==> config.mk <==
export PLATFORM = sky130hd
export DESIGN_NAME = hci_packet_deframer_flat
export DESIGN_NICKNAME = d
export VERILOG_FILES = /design/src/design/hcipd_pkg.sv /design/src/design/hcipd_if.sv /design/src/design/hcipd_parser.sv /design/src/design/hci_packet_deframer.sv /design/src/flat_wrapper.sv
export SDC_FILE = /design/constraint.sdc
export NUM_CORES = 1
export LEC_CHECK = 0
export BUFFER_PORTS_ARGS = -buffer_cell sky130_fd_sc_hd__buf_2
export CAP_MARGIN = 20
export CORE_UTILIZATION = 29
export CTS_CLUSTER_DIAMETER = 40
export DETAILED_ROUTE_END_ITERATION = 10
export PLACE_DENSITY = 0.55
export SYNTH_ARGS = -nofsm -noshare
export SYNTH_HDL_FRONTEND = slang
export SYNTH_SLANG_ARGS = --single-unit
==> constraint.sdc <==
create_clock -name clk_i -period 4.3 [get_ports clk_i]
set_clock_uncertainty 0.2 [all_clocks]
set_input_delay 1.075 -clock clk_i [delete_from_list [all_inputs] [get_ports clk_i]]
set_output_delay 1.075 -clock clk_i [all_outputs]
set_load 0.05 [all_outputs]
==> src/design/hcipd_pkg.sv <==
// shared types and constants for the hci packet deframer
// no dependencies; compiled before the interfaces and modules
package hcipd_pkg;

  // hard ceiling on the accepted payload length
  localparam logic [7:0] MAX_PAYLOAD_LIMIT = 8'd240;

  // register reset values
  localparam logic [7:0] SYNC_BYTE_RST   = 8'd25;
  localparam logic [7:0] MAX_PAYLOAD_RST = 8'd240;

  // register index decoded from paddr bit 2
  localparam logic REG_SYNC_BYTE   = 1'b0;
  localparam logic REG_MAX_PAYLOAD = 1'b1;

  // parser states
  typedef enum logic [2:0] {
    ST_HUNT    = 3'd0,
    ST_OP_LO   = 3'd1,
    ST_OP_HI   = 3'd2,
    ST_LEN_LO  = 3'd3,
    ST_LEN_HI  = 3'd4,
    ST_PAYLOAD = 3'd5
  } hcipd_state_e;

  // configuration seen by the parser
  typedef struct packed {
    logic [7:0] sync_byte;
    logic [7:0] max_payload;
  } hcipd_cfg_t;

  // one result transaction
  typedef struct packed {
    logic        payload_valid;
    logic [7:0]  payload_byte;
    logic [7:0]  payload_index;
    logic        last_byte;
    logic [15:0] packet_opcode;
    logic [15:0] packet_length;
    logic        header_rejected;
    logic        sync_error_seen;
  } hcipd_result_t;

endpackage

==> src/design/hcipd_if.sv <==
// valid/ready stream interfaces for the deframer input bytes and results
// no dependencies
interface hcipd_in_if;
  logic       valid;
  logic       ready;
  logic [7:0] data_byte;

  modport source (output valid, output data_byte, input ready);
  modport sink (input valid, input data_byte, output ready);
endinterface

interface hcipd_out_if;
  logic        valid;
  logic        ready;
  logic        payload_valid;
  logic [7:0]  payload_byte;
  logic [7:0]  payload_index;
  logic        last_byte;
  logic [15:0] packet_opcode;
  logic [15:0] packet_length;
  logic        header_rejected;
  logic        sync_error_seen;

  modport source (
    output valid, input ready,
    output payload_valid, output payload_byte, output payload_index, output last_byte,
    output packet_opcode, output packet_length, output header_rejected,
    output sync_error_seen
  );
  modport sink (
    input valid, output ready,
    input payload_valid, input payload_byte, input payload_index, input last_byte,
    input packet_opcode, input packet_length, input header_rejected,
    input sync_error_seen
  );
endinterface

==> src/design/hcipd_parser.sv <==
// per-byte frame parser: state machine, header registers and payload counter
// depends on hcipd_pkg
module hcipd_parser (
  input  logic                    clk_i,
  input  logic                    rst_ni,
  input  logic                    step_i,
  input  logic [7:0]              data_byte_i,
  input  hcipd_pkg::hcipd_cfg_t   cfg_i,
  output hcipd_pkg::hcipd_result_t result_o
);
  import hcipd_pkg::*;

  hcipd_state_e state_q, state_d;
  logic [15:0]  opcode_q, opcode_d;
  logic [15:0]  length_q, length_d;
  logic [7:0]   count_q, count_d;
  logic         sync_err_q, sync_err_d;

  logic [7:0]   eff_max;
  logic [15:0]  len_new;
  logic [7:0]   count_inc;

  // saturate the configured maximum and form the candidate values
  assign eff_max   = (cfg_i.max_payload > MAX_PAYLOAD_LIMIT) ? MAX_PAYLOAD_LIMIT
                                                             : cfg_i.max_payload;
  assign len_new   = {data_byte_i, length_q[7:0]};
  assign count_inc = count_q + 8'd1;

  // next state and result for the current byte
  always_comb begin
    state_d    = state_q;
    opcode_d   = opcode_q;
    length_d   = length_q;
    count_d    = count_q;
    sync_err_d = sync_err_q;

    result_o.payload_valid   = 1'b0;
    result_o.payload_byte    = 8'h00;
    result_o.payload_index   = 8'h00;
    result_o.last_byte       = 1'b0;
    result_o.header_rejected = 1'b0;

    case (state_q)
      ST_HUNT: begin
        if (data_byte_i == cfg_i.sync_byte) begin
          opcode_d = 16'h0000;
          length_d = 16'h0000;
          count_d  = 8'h00;
          state_d  = ST_OP_LO;
        end else begin
          sync_err_d = 1'b1;
        end
      end
      ST_OP_LO: begin
        opcode_d = {8'h00, data_byte_i};
        state_d  = ST_OP_HI;
      end
      ST_OP_HI: begin
        opcode_d = {data_byte_i, opcode_q[7:0]};
        state_d  = ST_LEN_LO;
      end
      ST_LEN_LO: begin
        length_d = {8'h00, data_byte_i};
        state_d  = ST_LEN_HI;
      end
      ST_LEN_HI: begin
        length_d = len_new;
        if ((len_new != 16'h0000) && (len_new <= {8'h00, eff_max})) begin
          state_d = ST_PAYLOAD;
        end else begin
          result_o.header_rejected = 1'b1;
          state_d                  = ST_HUNT;
        end
      end
      ST_PAYLOAD: begin
        result_o.payload_valid = 1'b1;
        result_o.payload_byte  = data_byte_i;
        result_o.payload_index = count_q;
        count_d                = count_inc;
        if ({8'h00, count_inc} >= length_q) begin
          result_o.last_byte = 1'b1;
          state_d            = ST_HUNT;
        end
      end
      default: begin
        state_d = ST_HUNT;
      end
    endcase

    result_o.packet_opcode   = opcode_d;
    result_o.packet_length   = length_d;
    result_o.sync_error_seen = sync_err_d;
  end

  // parser registers advance once per accepted byte
  always_ff @(posedge clk_i or negedge rst_ni) begin
    if (!rst_ni) begin
      state_q    <= ST_HUNT;
      opcode_q   <= 16'h0000;
      length_q   <= 16'h0000;
      count_q    <= 8'h00;
      sync_err_q <= 1'b0;
    end else if (step_i) begin
      state_q    <= state_d;
      opcode_q   <= opcode_d;
      length_q   <= length_d;
      count_q    <= count_d;
      sync_err_q <= sync_err_d;
    end
  end

endmodule

==> src/design/hci_packet_deframer.sv <==
// hci packet deframer top level: apb registers, parser and result register
// result: registered, valid in the cycle after its byte is accepted
// throughput: one byte per cycle unless the output stalls; the result register takes a new result
//   in the same cycle that the previous one is taken
// reset: asynchronous active low; parser hunts for sync, registers to defaults
// depends on hcipd_pkg, hcipd_if and hcipd_parser
module hci_packet_deframer (
  input  logic        clk_i,
  input  logic        rst_ni,
  hcipd_in_if.sink    in_i,
  hcipd_out_if.source out_o,
  input  logic        psel,
  input  logic        penable,
  input  logic        pwrite,
  input  logic [2:0]  paddr,
  input  logic [31:0] pwdata,
  output logic [31:0] prdata,
  output logic        pready
);
  import hcipd_pkg::*;

  logic          sel_sync;
  logic [7:0]    sync_val_q;
  logic [7:0]    max_payload_q;
  hcipd_cfg_t    cfg;
  logic          cfg_write;
  logic          step;
  hcipd_result_t result;
  hcipd_result_t out_q;
  logic          out_valid_q, out_valid_d;

  // register writes complete in the access phase
  assign pready    = 1'b1;
  assign cfg_write = psel && penable && pwrite;
  assign sel_sync  = (paddr[2] == REG_SYNC_BYTE);

  always_ff @(posedge clk_i or negedge rst_ni) begin
    if (!rst_ni) begin
      sync_val_q    <= SYNC_BYTE_RST;
      max_payload_q <= MAX_PAYLOAD_RST;
    end else if (cfg_write) begin
      if (sel_sync) begin
        sync_val_q <= pwdata[7:0];
      end else begin
        max_payload_q <= pwdata[7:0];
      end
    end
  end

  // register read back
  always_comb begin
    case (paddr[2])
      REG_SYNC_BYTE:   prdata = {24'h000000, sync_val_q};
      REG_MAX_PAYLOAD: prdata = {24'h000000, max_payload_q};
      default:         prdata = 32'h0000_0000;
    endcase
  end

  assign cfg.sync_byte   = sync_val_q;
  assign cfg.max_payload = max_payload_q;

  // accept a byte whenever the result register is free or being drained
  assign in_i.ready = !out_valid_q || out_o.ready;
  assign step       = in_i.valid && in_i.ready;

  hcipd_parser u_parser (
    .clk_i       (clk_i),
    .rst_ni      (rst_ni),
    .step_i      (step),
    .data_byte_i (in_i.data_byte),
    .cfg_i       (cfg),
    .result_o    (result)
  );

  // result register
  assign out_valid_d = step || (out_valid_q && !out_o.ready);

  always_ff @(posedge clk_i or negedge rst_ni) begin
    if (!rst_ni) begin
      out_valid_q <= 1'b0;
    end else begin
      out_valid_q <= out_valid_d;
    end
  end

  always_ff @(posedge clk_i) begin
    if (step) begin
      out_q <= result;
    end
  end

  assign out_o.valid           = out_valid_q;
  assign out_o.payload_valid   = out_q.payload_valid;
  assign out_o.payload_byte    = out_q.payload_byte;
  assign out_o.payload_index   = out_q.payload_index;
  assign out_o.last_byte       = out_q.last_byte;
  assign out_o.packet_opcode   = out_q.packet_opcode;
  assign out_o.packet_length   = out_q.packet_length;
  assign out_o.header_rejected = out_q.header_rejected;
  assign out_o.sync_error_seen = out_q.sync_error_seen;

endmodule
==> src/flat_wrapper.sv <==
// flat-port wrapper written by rule: the top's interface ports become plain ports
module hci_packet_deframer_flat import hcipd_pkg::*;
  (clk_i, rst_ni, psel, penable, pwrite, paddr, pwdata, prdata, pready, in_i_valid, in_i_data_byte, in_i_ready, out_o_valid, out_o_ready, out_o_payload_valid, out_o_payload_byte, out_o_payload_index, out_o_last_byte, out_o_packet_opcode, out_o_packet_length, out_o_header_rejected, out_o_sync_error_seen);
  hcipd_in_if in_i_i ();
  hcipd_out_if out_o_i ();
  input  logic clk_i;
  input  logic rst_ni;
  input  logic psel;
  input  logic penable;
  input  logic pwrite;
  input  logic [2:0] paddr;
  input  logic [31:0] pwdata;
  output logic [31:0] prdata;
  output logic pready;
  input wire logic [$bits(in_i_i.valid)-1:0] in_i_valid;
  input wire logic [$bits(in_i_i.data_byte)-1:0] in_i_data_byte;
  output wire logic [$bits(in_i_i.ready)-1:0] in_i_ready;
  output wire logic [$bits(out_o_i.valid)-1:0] out_o_valid;
  input wire logic [$bits(out_o_i.ready)-1:0] out_o_ready;
  output wire logic [$bits(out_o_i.payload_valid)-1:0] out_o_payload_valid;
  output wire logic [$bits(out_o_i.payload_byte)-1:0] out_o_payload_byte;
  output wire logic [$bits(out_o_i.payload_index)-1:0] out_o_payload_index;
  output wire logic [$bits(out_o_i.last_byte)-1:0] out_o_last_byte;
  output wire logic [$bits(out_o_i.packet_opcode)-1:0] out_o_packet_opcode;
  output wire logic [$bits(out_o_i.packet_length)-1:0] out_o_packet_length;
  output wire logic [$bits(out_o_i.header_rejected)-1:0] out_o_header_rejected;
  output wire logic [$bits(out_o_i.sync_error_seen)-1:0] out_o_sync_error_seen;
  assign in_i_i.valid = in_i_valid;
  assign in_i_i.data_byte = in_i_data_byte;
  assign in_i_ready = in_i_i.ready;
  assign out_o_valid = out_o_i.valid;
  assign out_o_i.ready = out_o_ready;
  assign out_o_payload_valid = out_o_i.payload_valid;
  assign out_o_payload_byte = out_o_i.payload_byte;
  assign out_o_payload_index = out_o_i.payload_index;
  assign out_o_last_byte = out_o_i.last_byte;
  assign out_o_packet_opcode = out_o_i.packet_opcode;
  assign out_o_packet_length = out_o_i.packet_length;
  assign out_o_header_rejected = out_o_i.header_rejected;
  assign out_o_sync_error_seen = out_o_i.sync_error_seen;
  hci_packet_deframer u_core (.clk_i(clk_i), .rst_ni(rst_ni), .in_i(in_i_i), .out_o(out_o_i), .psel(psel), .penable(penable), .pwrite(pwrite), .paddr(paddr), .pwdata(pwdata), .prdata(prdata), .pready(pready));
endmodule
==> results of run 1 <==
[cell usage after synthesis (2+ instances only)]
| master | number |
|---|---|
| a22o_1 | 64 |
| dfrtp_1 | 54 |
| edfxtp_1 | 52 |
| buf_4 | 26 |
| mux2_2 | 24 |
| and2_1 | 21 |
| clkbuf_1 | 19 |
| ha_1 | 17 |
| nand2_1 | 15 |
| inv_1 | 13 |
| nor2_1 | 9 |
| xnor2_1 | 8 |
| dfstp_2 | 7 |
| a21oi_1 | 6 |
| nand2b_1 | 6 |
| nor3_1 | 6 |
| nor4_1 | 6 |
| a32o_1 | 5 |
| nand4_1 | 5 |
| o21ai_0 | 5 |
| buf_2 | 4 |
| a21o_1 | 3 |
| nand3_1 | 3 |
| xnor2_2 | 3 |
| xor2_1 | 3 |
| and3_1 | 2 |
| conb_1 | 2 |
| nor2b_1 | 2 |
| o21ai_1 | 2 |
| o21bai_1 | 2 |
| or3_1 | 2 |
[critical path, delay by kind of cell]
| family | cells | cell delay [ns] |
|---|---|---|
| multiplexers | 1 | 0.37 |
| buffers and inverters | 2 | 0.43 |
[worst paths after layout]
path	startpoint	endpoint	cells past startpoint	slack, ns
max reg2reg	u_core.u_parser.count_q[0]	u_core.u_parser.state_q[2]	11	1.33
max	paddr[2]	prdata[3]	3	1.14
min reg2reg	u_core.u_parser.sync_err_q	u_core.u_parser.sync_err_q	1	0.26
min	u_core.u_parser.sync_err_q	u_core.u_parser.sync_err_q	1	0.26
max in group asynchronous	rst_ni	u_core.max_payload_q[5]	2	2.53
min in group asynchronous	rst_ni	u_core.u_parser.count_q[6]	1	0.42
[where the power goes]
part / internal [mW] / total, mW / leakage (nW) / switching, mW
sequential: 1.48 / 1.74 / 1.27 / 0.251
combinational: 0.594 / 1.60 / 1.32 / 1.00
clock: 1.02 / 1.49 / 0.301 / 0.473
[layout by cell type (no fill, tap or decap), types with 3 or more instances in the layout]
master / Yosys / final
a21o_1: 3 / 3
buf_4: 26 / 3
ha_1: 17 / 17
dfstp_2: 7 / 7
a32o_1: 5 / 5
nand2_1: 15 / 15
nand2b_1: 6 / 6
and2_1: 21 / 21
nand4_1: 5 / 5
inv_1: 13 / 12
nor4_1: 6 / 6
nand3_1: 3 / 3
edfxtp_1: 52 / 52
nor2_1: 9 / 9
o21ai_0: 5 / 5
clkinv_1: 0 / 4
a22o_1: 64 / 64
xor2_1: 3 / 3
mux2_2: 24 / 24
xnor2_2: 3 / 3
clkbuf_16: 0 / 17
dfrtp_1: 54 / 54
bufinv_16: 0 / 5
conb_1: 2 / 25
xnor2_1: 8 / 8
buf_2: 4 / 85
nor3_1: 6 / 6
a21oi_1: 6 / 6
[logic make-up after synthesis]
family                   count (synthesis)  synth area share
XOR/XNOR                                14            0.0268
multiplexers                            25            0.0517
AO/OA/AOI/OAI                           99             0.152
other                                    2           0.00139
adder cells (fa/ha/maj)                 17            0.0392
buffers and inverters                   65            0.0653
flip-flops                             113             0.571
AND/OR/NAND/NOR                         86            0.0923
[final cells by class]
type	count	area, um^2	area share
Clock buffer	19	433	0.0659
Sequential cell	113	3100	0.472
Tap cell	229	287	0.0436
Inverter	14	52.6	0.00800
Clock inverter	13	191	0.0292
Timing Repair Buffer	88	448	0.0682
Multi-Input combinational cell	266	2060	0.313
[registers in the layout (all words and copies together), names as in the netlist, 8 cells and up]
name / flops
u_core.max_payload_q: 8
u_core.out_o.payload_index: 8
u_core.u_parser.count_q: 8
u_core.sync_val_q: 8
u_core.out_o.packet_opcode: 16
u_core.out_o.payload_byte: 8
u_core.u_parser.length_q: 16
u_core.out_o.packet_length: 16
u_core.u_parser.opcode_q: 16
[metal layers]
metal / global-route usage / up-vias / wire [um]
met5: 0 / - / 0
met1: 0.175 / 1816 / 5720
met3: 0.0425 / 26 / 929
li1: - / 1681 / -
met2: 0.208 / 167 / 5700
met4: 0.0760 / 0 / 371
[stage by stage]
step                      power (mW)   util
after floorplan                 2.98      -
after global placement          3.28  0.327
after detailed placement        3.34  0.327
after CTS                       4.85  0.362
after global routing            5.06  0.362
final                           4.82  0.362
==> key figures, run 1 <==
Power and ir drop
  – VDD IR-drop max: 0.000333 V
  – P_leak: 2.90 nW
  – Power per cell area: 735 nW/um^2

Synth
  – Post-synth ARST share: 0.540
  – Post-synth EDFFs: 52
  – Sequential area share after synthesis: 0.571
  – Yosys warns: 0
  – Ranking of synthesized cells by area: edfxtp_1, dfrtp_1, a22o_1, mux2_2, ha_1
  – Synth Flop Type: dfrtp_1
  – Syn Inst Count: 421
  – Synthesized cell area: 5420 um^2
  – Post-synth top area share: 0.288
  – Mean area per synthesized cell: 12.9 um^2
  – Yosys cell types: 56
  – #FFs+latches synth: 113
  – Dominant cell type by area after synthesis: edfxtp_1

Timing
  – Final period utilization: 0.734
  – Final hold violations: 0
  – Slew Limit Fails: 0
  – Tmin final: 3.16 ns
  – Tightest hold margin: 0.265 ns
  – Final Setup Violations: 0
  – Final TNS setup: 0 ns
  – Slew @ Worst Pin: 0.997 ns
  – Fmax: 0.317 GHz
  – Final WS setup: 1.14 ns
  – Slew headroom: 0.330
  – RSZ-0062 raised after global routing: false

Finish
  – Final cell count without fillers: 742
  – FILL cells: 1773
  – Layout cells sized above 1: 0.304
  – ANT cells: 0
  – Final Net Count: 567
  – Fin area: 6570 um^2
  – Synth-to-layout area growth: 21.1%

Placement
  – Routability cong.: 0.763
  – Post-detail-place hpwl: 8730 um
  – Placed Cells: 710
  – Placement Setup Slack: 0.874 ns
  – Placed cell areas: 5940 um^2
  – Buffers on Ports: 85

Die
  – I/O pin cnt: 137
  – Die area: 19200 um^2
  – Num rows: 49
  – Core region area: 18100 um^2
  – Die height: 139 um
  – Initial Utilization: 0.299
  – Die width: 139 um

Drt
  – Routed vias: 3690
  – DRC viols: 18
  – Iteration-0 DRC Markers: 179
  – Vias per inst: 4.97
  – Drt pass-1 iters: 7
  – Drt total wl: 12700 um
  – Routed Antenna Nets: 0
  – Drt wl/cell: 17.1 um

Clock network
  – CTS tree: yes
  – Root buf cell: clkbuf_16
  – Cts-stage hold buffer count: 0
  – Clock sink total: 113
  – TritonCTS buffer count: 17
  – Total setup buffers inserted after CTS: 0
  – CTS resizes: 0
  – Worst-Skew Late Latency: 0.42 ns
  – Clk buf depth: 2
  – H-Tree Depth: 4
  – Clock slew at reported path FFs: 0.05 ns

Worst setup path
  – Crit-path slowest cell: mux2_2
  – Startpoint Class: input port
  – WP data arrival: 1.88 ns
  – Slowest Stage Delay on Critical Path: 0.37 ns
  – CP required: 3.02 ns
  – Worst-path cell chain: buf_2 -> mux2_2 -> buf_2
  – Setup crit end kind: primary output
  – Crit Path Max Fanout: 10
  – CP Class: in2out
  – Most frequent CP cell: buf_2

GRT
  – Global-route wire length before repair: 20100 um
  – Largest net degree at the start of global routing: 42
  – GR Util All Layers: 0.138
  – Grt ovf: 0
  – Vias in the first global route: 3705
  – Initial antenna violation count: 0

Run
  – Max Cap Viol: 0

Run status
  – Status: finished, violations left
  – Failing checks: design-rule violations

Worst hold path
  – Min-Delay Path Class: reg2reg
Note: power is estimated with default switching activity, not from simulation.
==> run 2: changes to the inputs <==
--- a/config.mk
+++ b/config.mk
@@ -5,12 +5,13 @@
 export SDC_FILE = /design/constraint.sdc
 export NUM_CORES = 1
 export LEC_CHECK = 0
+export ABC_AREA = 1
 export BUFFER_PORTS_ARGS = -buffer_cell sky130_fd_sc_hd__buf_2
 export CAP_MARGIN = 20
 export CORE_UTILIZATION = 29
 export CTS_CLUSTER_DIAMETER = 40
 export DETAILED_ROUTE_END_ITERATION = 10
-export PLACE_DENSITY = 0.55
+export PLACE_DENSITY = 0.56
 export SYNTH_ARGS = -nofsm -noshare
 export SYNTH_HDL_FRONTEND = slang
 export SYNTH_SLANG_ARGS = --single-unit
==> constraint.sdc (replaced) <==
create_clock -name clk_i -period 2.9 [get_ports clk_i]
set_clock_uncertainty 0.2 [all_clocks]
set_input_delay 0.725 -clock clk_i [delete_from_list [all_inputs] [get_ports clk_i]]
set_output_delay 0.725 -clock clk_i [all_outputs]
set_load 0.05 [all_outputs]
==> run 2 against run 1 <==
  * The flow now finishes without violations
  * Die area increased by 9.6%
  * Routed wire length increased by 17%
  * First-iteration DRC count increased by 72%
  * Count of clock-buffer cells in the layout decreased by 2
  * Critical endpoint is now u_core.u_parser.state_q[2]
  * Largest cell class unchanged
==> key figures, run 2 <==
Drt
  – Drt wl/cell: 13.7 um (-20%)
  – Drt total wl: 14900 um (+17%)
  – Drt pass-1 iters: 5 (-2)
  – Vias per inst: 4.45 (-10%)
  – Routed vias: 4827 (+31%)
  – DRC viols: 0 (-18)
  – Routed Antenna Nets: 0 (unchanged)
  – Iteration-0 DRC Markers: 307 (+72%)

Worst setup path
  – CP required: 3.01 ns (about the same)
  – Startpoint Class: flop
  – Worst path bufs/invs: 1 (-1)
  – CP Class: reg2reg
  – Crit Path Max Fanout: 6 (-4)
  – CP delay by family, top: simple AND/OR/NAND/NOR gates
  – Reg-to-reg setup timing slack: 0.29 ns (-1.04 ns)
  – Most frequent CP cell: nand2_1
  – Slowest Stage Delay on Critical Path: 0.44 ns (+0.07 ns)
  – Crit-path slowest cell: dfrtp_1
  – WP data arrival: 2.72 ns (+0.84 ns)
  – Worst-path cell chain: ha_1 -> nand3_1 -> nor3_1 -> xor2_1 -> inv_1 -> ha_1 -> nand2_1 -> o21a_1 -> nand2_1 -> nand2_1 -> nand2_1 -> nand2_1 -> nand2_1 -> nand2_1
  – Setup crit end kind: flop

Synth
  – Post-synth ARST share: 0.540 (unchanged)
  – Synth top cells by count: nand2_1, nand3_1, inv_1
  – Mean area per synthesized cell: 8.43 um^2 (-35%)
  – #FFs+latches synth: 113 (unchanged)
  – Yosys warns: 0 (unchanged)
  – Top-count cell post-synth: nand2_1
  – Post-synth EDFFs: 52 (unchanged)
  – Sequential area share after synthesis: 0.521 (-0.0507)
  – Ranking of synthesized cells by area: edfxtp_1, dfrtp_1, nand2_1, nand3_1, inv_1
  – Yosys cell types: 36 (-36%)
  – Synthesized cell area: 5950 um^2 (+9.7%)
  – Synth Flop Type: dfrtp_1
  – Dominant cell type by area after synthesis: edfxtp_1
  – Syn Inst Count: 706 (+68%)
  – Post-synth top area share: 0.262 (-0.0256)

Finish
  – ANT cells: 0 (unchanged)
  – Commonest non-fill, non-tap cell in the layout: nand2_1
  – Layout cells sized above 1: 0.187 (-0.117)
  – Fin area: 7190 um^2 (+9.5%)
  – Commonest non-fill, non-tap cells in the layout: nand2_1, buf_2, nand3_1
  – Final Net Count: 868 (+53%)
  – Synth-to-layout area growth: 20.8%

Die
  – Die area: 21100 um^2 (+9.6%)
  – Die width: 145 um (+4.7%)
  – Die height: 145 um (+4.7%)
  – Num rows: 52 (+6.1%)
  – I/O pin cnt: 137 (unchanged)
  – Initial Utilization: 0.295 (-0.00377)
  – Core region area: 20200 um^2 (+11%)

Timing
  – Slew Limit Fails: 0 (unchanged)
  – Fmax: 0.383 GHz
  – Slew headroom: 0.449 (+0.118)
  – Final hold violations: 0 (unchanged)
  – Final Setup Violations: 0 (unchanged)
  – Final TNS setup: 0 ns (unchanged)
  – RSZ-0062 raised after global routing: false
  – Slew @ Worst Pin: 0.827 ns (-0.170 ns)
  – Tmin final: 2.61 ns
  – Final period utilization: 0.900

Placement
  – Routability cong.: 0.800 (+4.9%)
  – Placed cell areas: 6630 um^2 (+12%)
  – Post-detail-place hpwl: 10500 um (+20%)
  – Buffers on Ports: 85 (unchanged)

GRT
  – Global-route wire length before repair: 23700 um (+18%)
  – GR Util All Layers: 0.147 (+0.00923)
  – Largest net degree at the start of global routing: 38 (-9.5%)
  – Vias in the first global route: 4484 (+21%)
  – Initial antenna violation count: 0 (unchanged)
  – Grt ovf: 0 (unchanged)

Clock network
  – Clock slew at reported path FFs: 0.06 ns (about the same)
  – Clk buf depth: 2 (unchanged)
  – H-Tree Depth: 4 (unchanged)
  – Cts-stage hold buffer count: 0 (unchanged)
  – Worst-Skew Late Latency: 0.42 ns (about the same)
  – TritonCTS buffer count: 17 (unchanged)
  – CTS tree: yes
  – Clock sink total: 113 (unchanged)
  – CTS resizes: 0 (unchanged)
  – Root buf cell: clkbuf_16
  – Total setup buffers inserted after CTS: 0 (unchanged)

Worst hold path
  – Min-Delay Path Class: in2async

Run status
  – Status: finished clean

Power and ir drop
  – Power per cell area: 1080 nW/um^2 (+47%)
  – P_leak: 3.50 nW (+21%)
  – VDD IR-drop max: 0.000520 V (+56%)

Run
  – Max Cap Viol: 0 (unchanged)
==> run 2: changes by cell type after synthesis, moves of 6 or more <==
| cell | delta |
|---|---|
| a22o_1 | -64 |
| and2_1 | -21 |
| clkbuf_1 | -12 |
| inv_1 | +64 |
| mux2_2 | -24 |
| nand2_1 | +230 |
| nand2b_1 | -6 |
| nand3_1 | +76 |
| nor2_1 | +23 |
| o21ai_0 | +26 |
| o22ai_1 | +8 |
==> run 2: stage by stage <==
step	power (mW)	setup WS (ns)	utilization	hold slack, ns	std cells
3_3_place_gp	5.78	0.314	0.328	0.242	1052
2_1_floorplan	5.08	-0.0603	-	0.227	729
4_1_cts	7.84	0.274	0.356	0.226	1084
3_5_place_dp	5.84	0.317	0.328	0.280	1052
5_1_grt	8.33	0.0307	0.356	0.255	1084
6_report	7.75	0.289	0.356	0.204	1084
==> run 2: cell type report <==
type | count | area, um^2
Sequential cell | 113 | 3100
Inverter | 80 | 300
Clock inverter | 15 | 135
Tap cell | 270 | 338
Timing Repair Buffer | 100 | 576
Clock buffer | 17 | 425
Fill cell | 2131 | 13000
Multi-Input combinational cell | 489 | 2310
==> run 2: final timing paths <==
check | end | cells after the start | start
max in group asynchronous | u_core.u_parser.count_q[7] | 2 | rst_ni
min in group clk_i | u_core.u_parser.sync_err_q | 2 | u_core.u_parser.sync_err_q
setup reg to reg | u_core.u_parser.state_q[2] | 14 | u_core.u_parser.count_q[0]
hold reg to reg | u_core.u_parser.sync_err_q | 2 | u_core.u_parser.sync_err_q
hold / removal | u_core.sync_val_q[1] | 1 | rst_ni
setup / recovery | u_core.u_parser.state_q[2] | 14 | u_core.u_parser.count_q[0]
==> run 2: power by group <==
group / total [mW] / leakage (nW) / switching [mW] / internal [mW]
combinational: 3.17 / 1.96 / 2.25 / 0.916
clock: 1.96 / 0.264 / 0.779 / 1.18
sequential: 2.62 / 1.28 / 0.375 / 2.25
==> run 2: logic make-up (layout without fill, tap and decap cells) <==
group | Yosys count | in the layout | synth area share
AOI/OAI and AO/OA | 57 | 57 | 0.0513
xor gates and xnor gates | 10 | 10 | 0.0147
adders and majority gates | 17 | 17 | 0.0358
buffers and inverters | 127 | 212 | 0.105
DFF | 113 | 113 | 0.521
other | 2 | 25 | 0.00126
and+or+nand+nor | 380 | 380 | 0.272
==> run 2: layer usage <==
metal	up-vias	wire, um	global-route usage
li1	2433	-	-
met1	2222	7100	0.201
met2	151	6750	0.224
met3	21	769	0.0340
met4	0	240	0.0558
met5	-	0	0
==> run 3: changes to the inputs <==
--- a/config.mk
+++ b/config.mk
@@ -11,7 +11,8 @@
 export CORE_UTILIZATION = 29
 export CTS_CLUSTER_DIAMETER = 40
 export DETAILED_ROUTE_END_ITERATION = 10
-export PLACE_DENSITY = 0.56
+export GPL_ROUTABILITY_DRIVEN = 0
+export PLACE_DENSITY = 0.54
 export SYNTH_ARGS = -nofsm -noshare
 export SYNTH_HDL_FRONTEND = slang
 export SYNTH_SLANG_ARGS = --single-unit
==> constraint.sdc (replaced) <==
create_clock -name clk_i -period 3.3 [get_ports clk_i]
set_clock_uncertainty 0.2 [all_clocks]
set_input_delay 0.825 -clock clk_i [delete_from_list [all_inputs] [get_ports clk_i]]
set_output_delay 0.825 -clock clk_i [all_outputs]
set_load 0.05 [all_outputs]
==> run 3 against run 2 <==
  * Via count about the same
  * Routed wire length increased by 0.83%
  * First-iteration DRC count increased by 6.8%
  * Hold slack improved by 0.032 ns
  * Final cell count decreased by 0.46%
  * Register-to-register slack improved by 0.36 ns
  * Largest cell class unchanged
==> key figures, run 3 (synthesis gave the netlist of run 2 again) <==
Worst setup path
  – FF-to-FF Start: u_core.u_parser.count_q[0]
  – Startpoint Class: input port
  – Crit-path slowest cell: buf_2
  – Crit Path Max Fanout: 11 (+5)
  – Slowest Stage Delay on Critical Path: 0.30 ns (-0.14 ns)
  – Crit. Startpoint: paddr[2]
  – Worst Reg-to-Reg Cells: 14 (unchanged)
  – CP Class: in2out
  – Setup crit end kind: primary output
  – Most frequent CP cell: buf_2
  – CP required: 2.27 ns (-0.74 ns)
  – Worst-path cell chain: buf_2 -> inv_1 -> nand2_1 -> o21ai_0 -> buf_2
  – WP data arrival: 1.70 ns (-1.02 ns)

GRT
  – Grt ovf: 0 (unchanged)
  – Largest net degree at the start of global routing: 62 (+63%)
  – Vias in the first global route: 4475 (-0.20%)
  – GR Util All Layers: 0.150 (+0.00311)
  – Global-route wire length before repair: 24200 um (+1.9%)
  – Initial antenna violation count: 0 (unchanged)

Drt
  – Drt wl/cell: 13.9 um (+1.3%)
  – Routed vias: 4829 (+0.041%)
  – Iteration-0 DRC Markers: 328 (+6.8%)
  – Drt total wl: 15000 um (+0.83%)
  – Drt pass-1 iters: 4 (-1)
  – Routed Antenna Nets: 0 (unchanged)
  – DRC viols: 0 (unchanged)
  – Vias per inst: 4.48 (+0.51%)

Placement
  – Placed Cells: 1047 (-0.48%)
  – Post-detail-place hpwl: 10200 um (-3.0%)
  – Placed cell areas: 6580 um^2 (-0.76%)
  – Buffers on Ports: 85 (unchanged)

Die
  – Num rows: 52 (unchanged)
  – Die height: 145 um (unchanged)
  – Core region area: 20200 um^2 (unchanged)
  – Initial Utilization: 0.295 (unchanged)
  – Die area: 21100 um^2 (unchanged)
  – I/O pin cnt: 137 (unchanged)
  – Die width: 145 um (unchanged)

Finish
  – Final cell count without fillers: 1079 (-0.46%)
  – Fin area: 7140 um^2 (-0.68%)
  – Synth-to-layout area growth: 20.0%
  – Final Net Count: 863 (-0.58%)
  – Layout cells sized above 1: 0.179 (-0.00750)
  – FILL cells: 2107 (-1.1%)
  – ANT cells: 0 (unchanged)
  – Commonest non-fill, non-tap cells in the layout: nand2_1, buf_2, nand3_1
  – Final core utilization: 0.354 (-0.00242)
  – Commonest non-fill, non-tap cell in the layout: nand2_1

Clock network
  – Clock sink total: 113 (unchanged)
  – Clock slew at reported path FFs: 0.05 ns (about the same)
  – Root buf cell: clkbuf_16
  – CTS tree: yes
  – Worst-Skew Late Latency: 0.41 ns (about the same)
  – H-Tree Depth: 4 (unchanged)
  – Total setup buffers inserted after CTS: 0 (unchanged)
  – CTS resizes: 0 (unchanged)
  – Clk buf depth: 2 (unchanged)
  – Cts-stage hold buffer count: 0 (unchanged)
  – TritonCTS buffer count: 17 (unchanged)

Power and ir drop
  – P_leak: 3.49 nW (-0.29%)
  – Power per cell area: 955 nW/um^2 (-11%)
  – VDD IR-drop max: 0.000370 V (-29%)

Timing
  – Final TNS setup: 0 ns (unchanged)
  – RSZ-0062 raised after global routing: false
  – Final hold violations: 0 (unchanged)
  – Slew @ Worst Pin: 0.605 ns (-0.223 ns)
  – Slew headroom: 0.596 (+0.148)
  – Slew Limit Fails: 0 (unchanged)
  – Tightest hold margin: 0.235 ns (+0.0317 ns)
  – Final period utilization: 0.827
  – Fmax: 0.366 GHz
  – Final Setup Violations: 0 (unchanged)
  – Tmin final: 2.73 ns

Run
  – Max Cap Viol: 0 (unchanged)

Run status
  – Status: finished clean

Worst hold path
  – Min-Delay Path Class: in2async
-- run 3: layout make-up --
type / count / area [um^2] / area share
flip-flops and latches: 113 / 3100 / 0.434
well taps: 270 / 338 / 0.0473
multi-input cells: 489 / 2310 / 0.324
repair buffers: 95 / 526 / 0.0736
clock buffers: 23 / 512 / 0.0717
clock inverters: 9 / 50.0 / 0.00701
inverters: 80 / 300 / 0.0421
-- run 3: worst max-delay path, delay by kind of cell --
family	cells	cell delay [ns]
AO/OA/AOI/OAI	1	0.11
buffers and inverters	3	0.68
AND/OR/NAND/NOR	1	0.08
-- run 3: path summary, 6_finish.rpt --
check	slack, ns	endpoint
setup / recovery	0.57	prdata[4]
hold / removal	0.24	u_core.u_parser.opcode_q[6]
hold reg to reg	0.28	u_core.u_parser.sync_err_q
min in group clk_i	0.28	u_core.u_parser.sync_err_q
setup reg to reg	0.65	u_core.u_parser.state_q[2]
max in group asynchronous	2.32	u_core.sync_val_q[3]
-- run 3: report_power, final --
group          total [mW]  switching (mW)  internal, mW  leakage, nW
Sequential           2.30           0.328          1.97         1.28
Clock                1.73           0.644          1.08        0.283
Combinational        2.79            1.99         0.791         1.93
Total                6.82            2.97          3.85         3.49
-- run 3: metrics by stage --
step / setup slack (ns) / power (mW)
floorplan: 0.140 / 4.47
CTS: 0.550 / 6.88
detailed placement: 0.559 / 5.12
global route: 0.425 / 7.32
global placement: 0.555 / 5.08
finish: 0.571 / 6.82
-- run 3: layer usage --
metal / part of all wire / wire (um) / track usage / vias to the layer above
met4: 0.016 / 247 / 0.0621 / 0
met1: 0.49 / 7290 / 0.210 / 2251
met3: 0.050 / 750 / 0.0343 / 21
li1: - / - / - / 2412
met2: 0.45 / 6690 / 0.222 / 145
met5: 0 / 0 / 0 / -
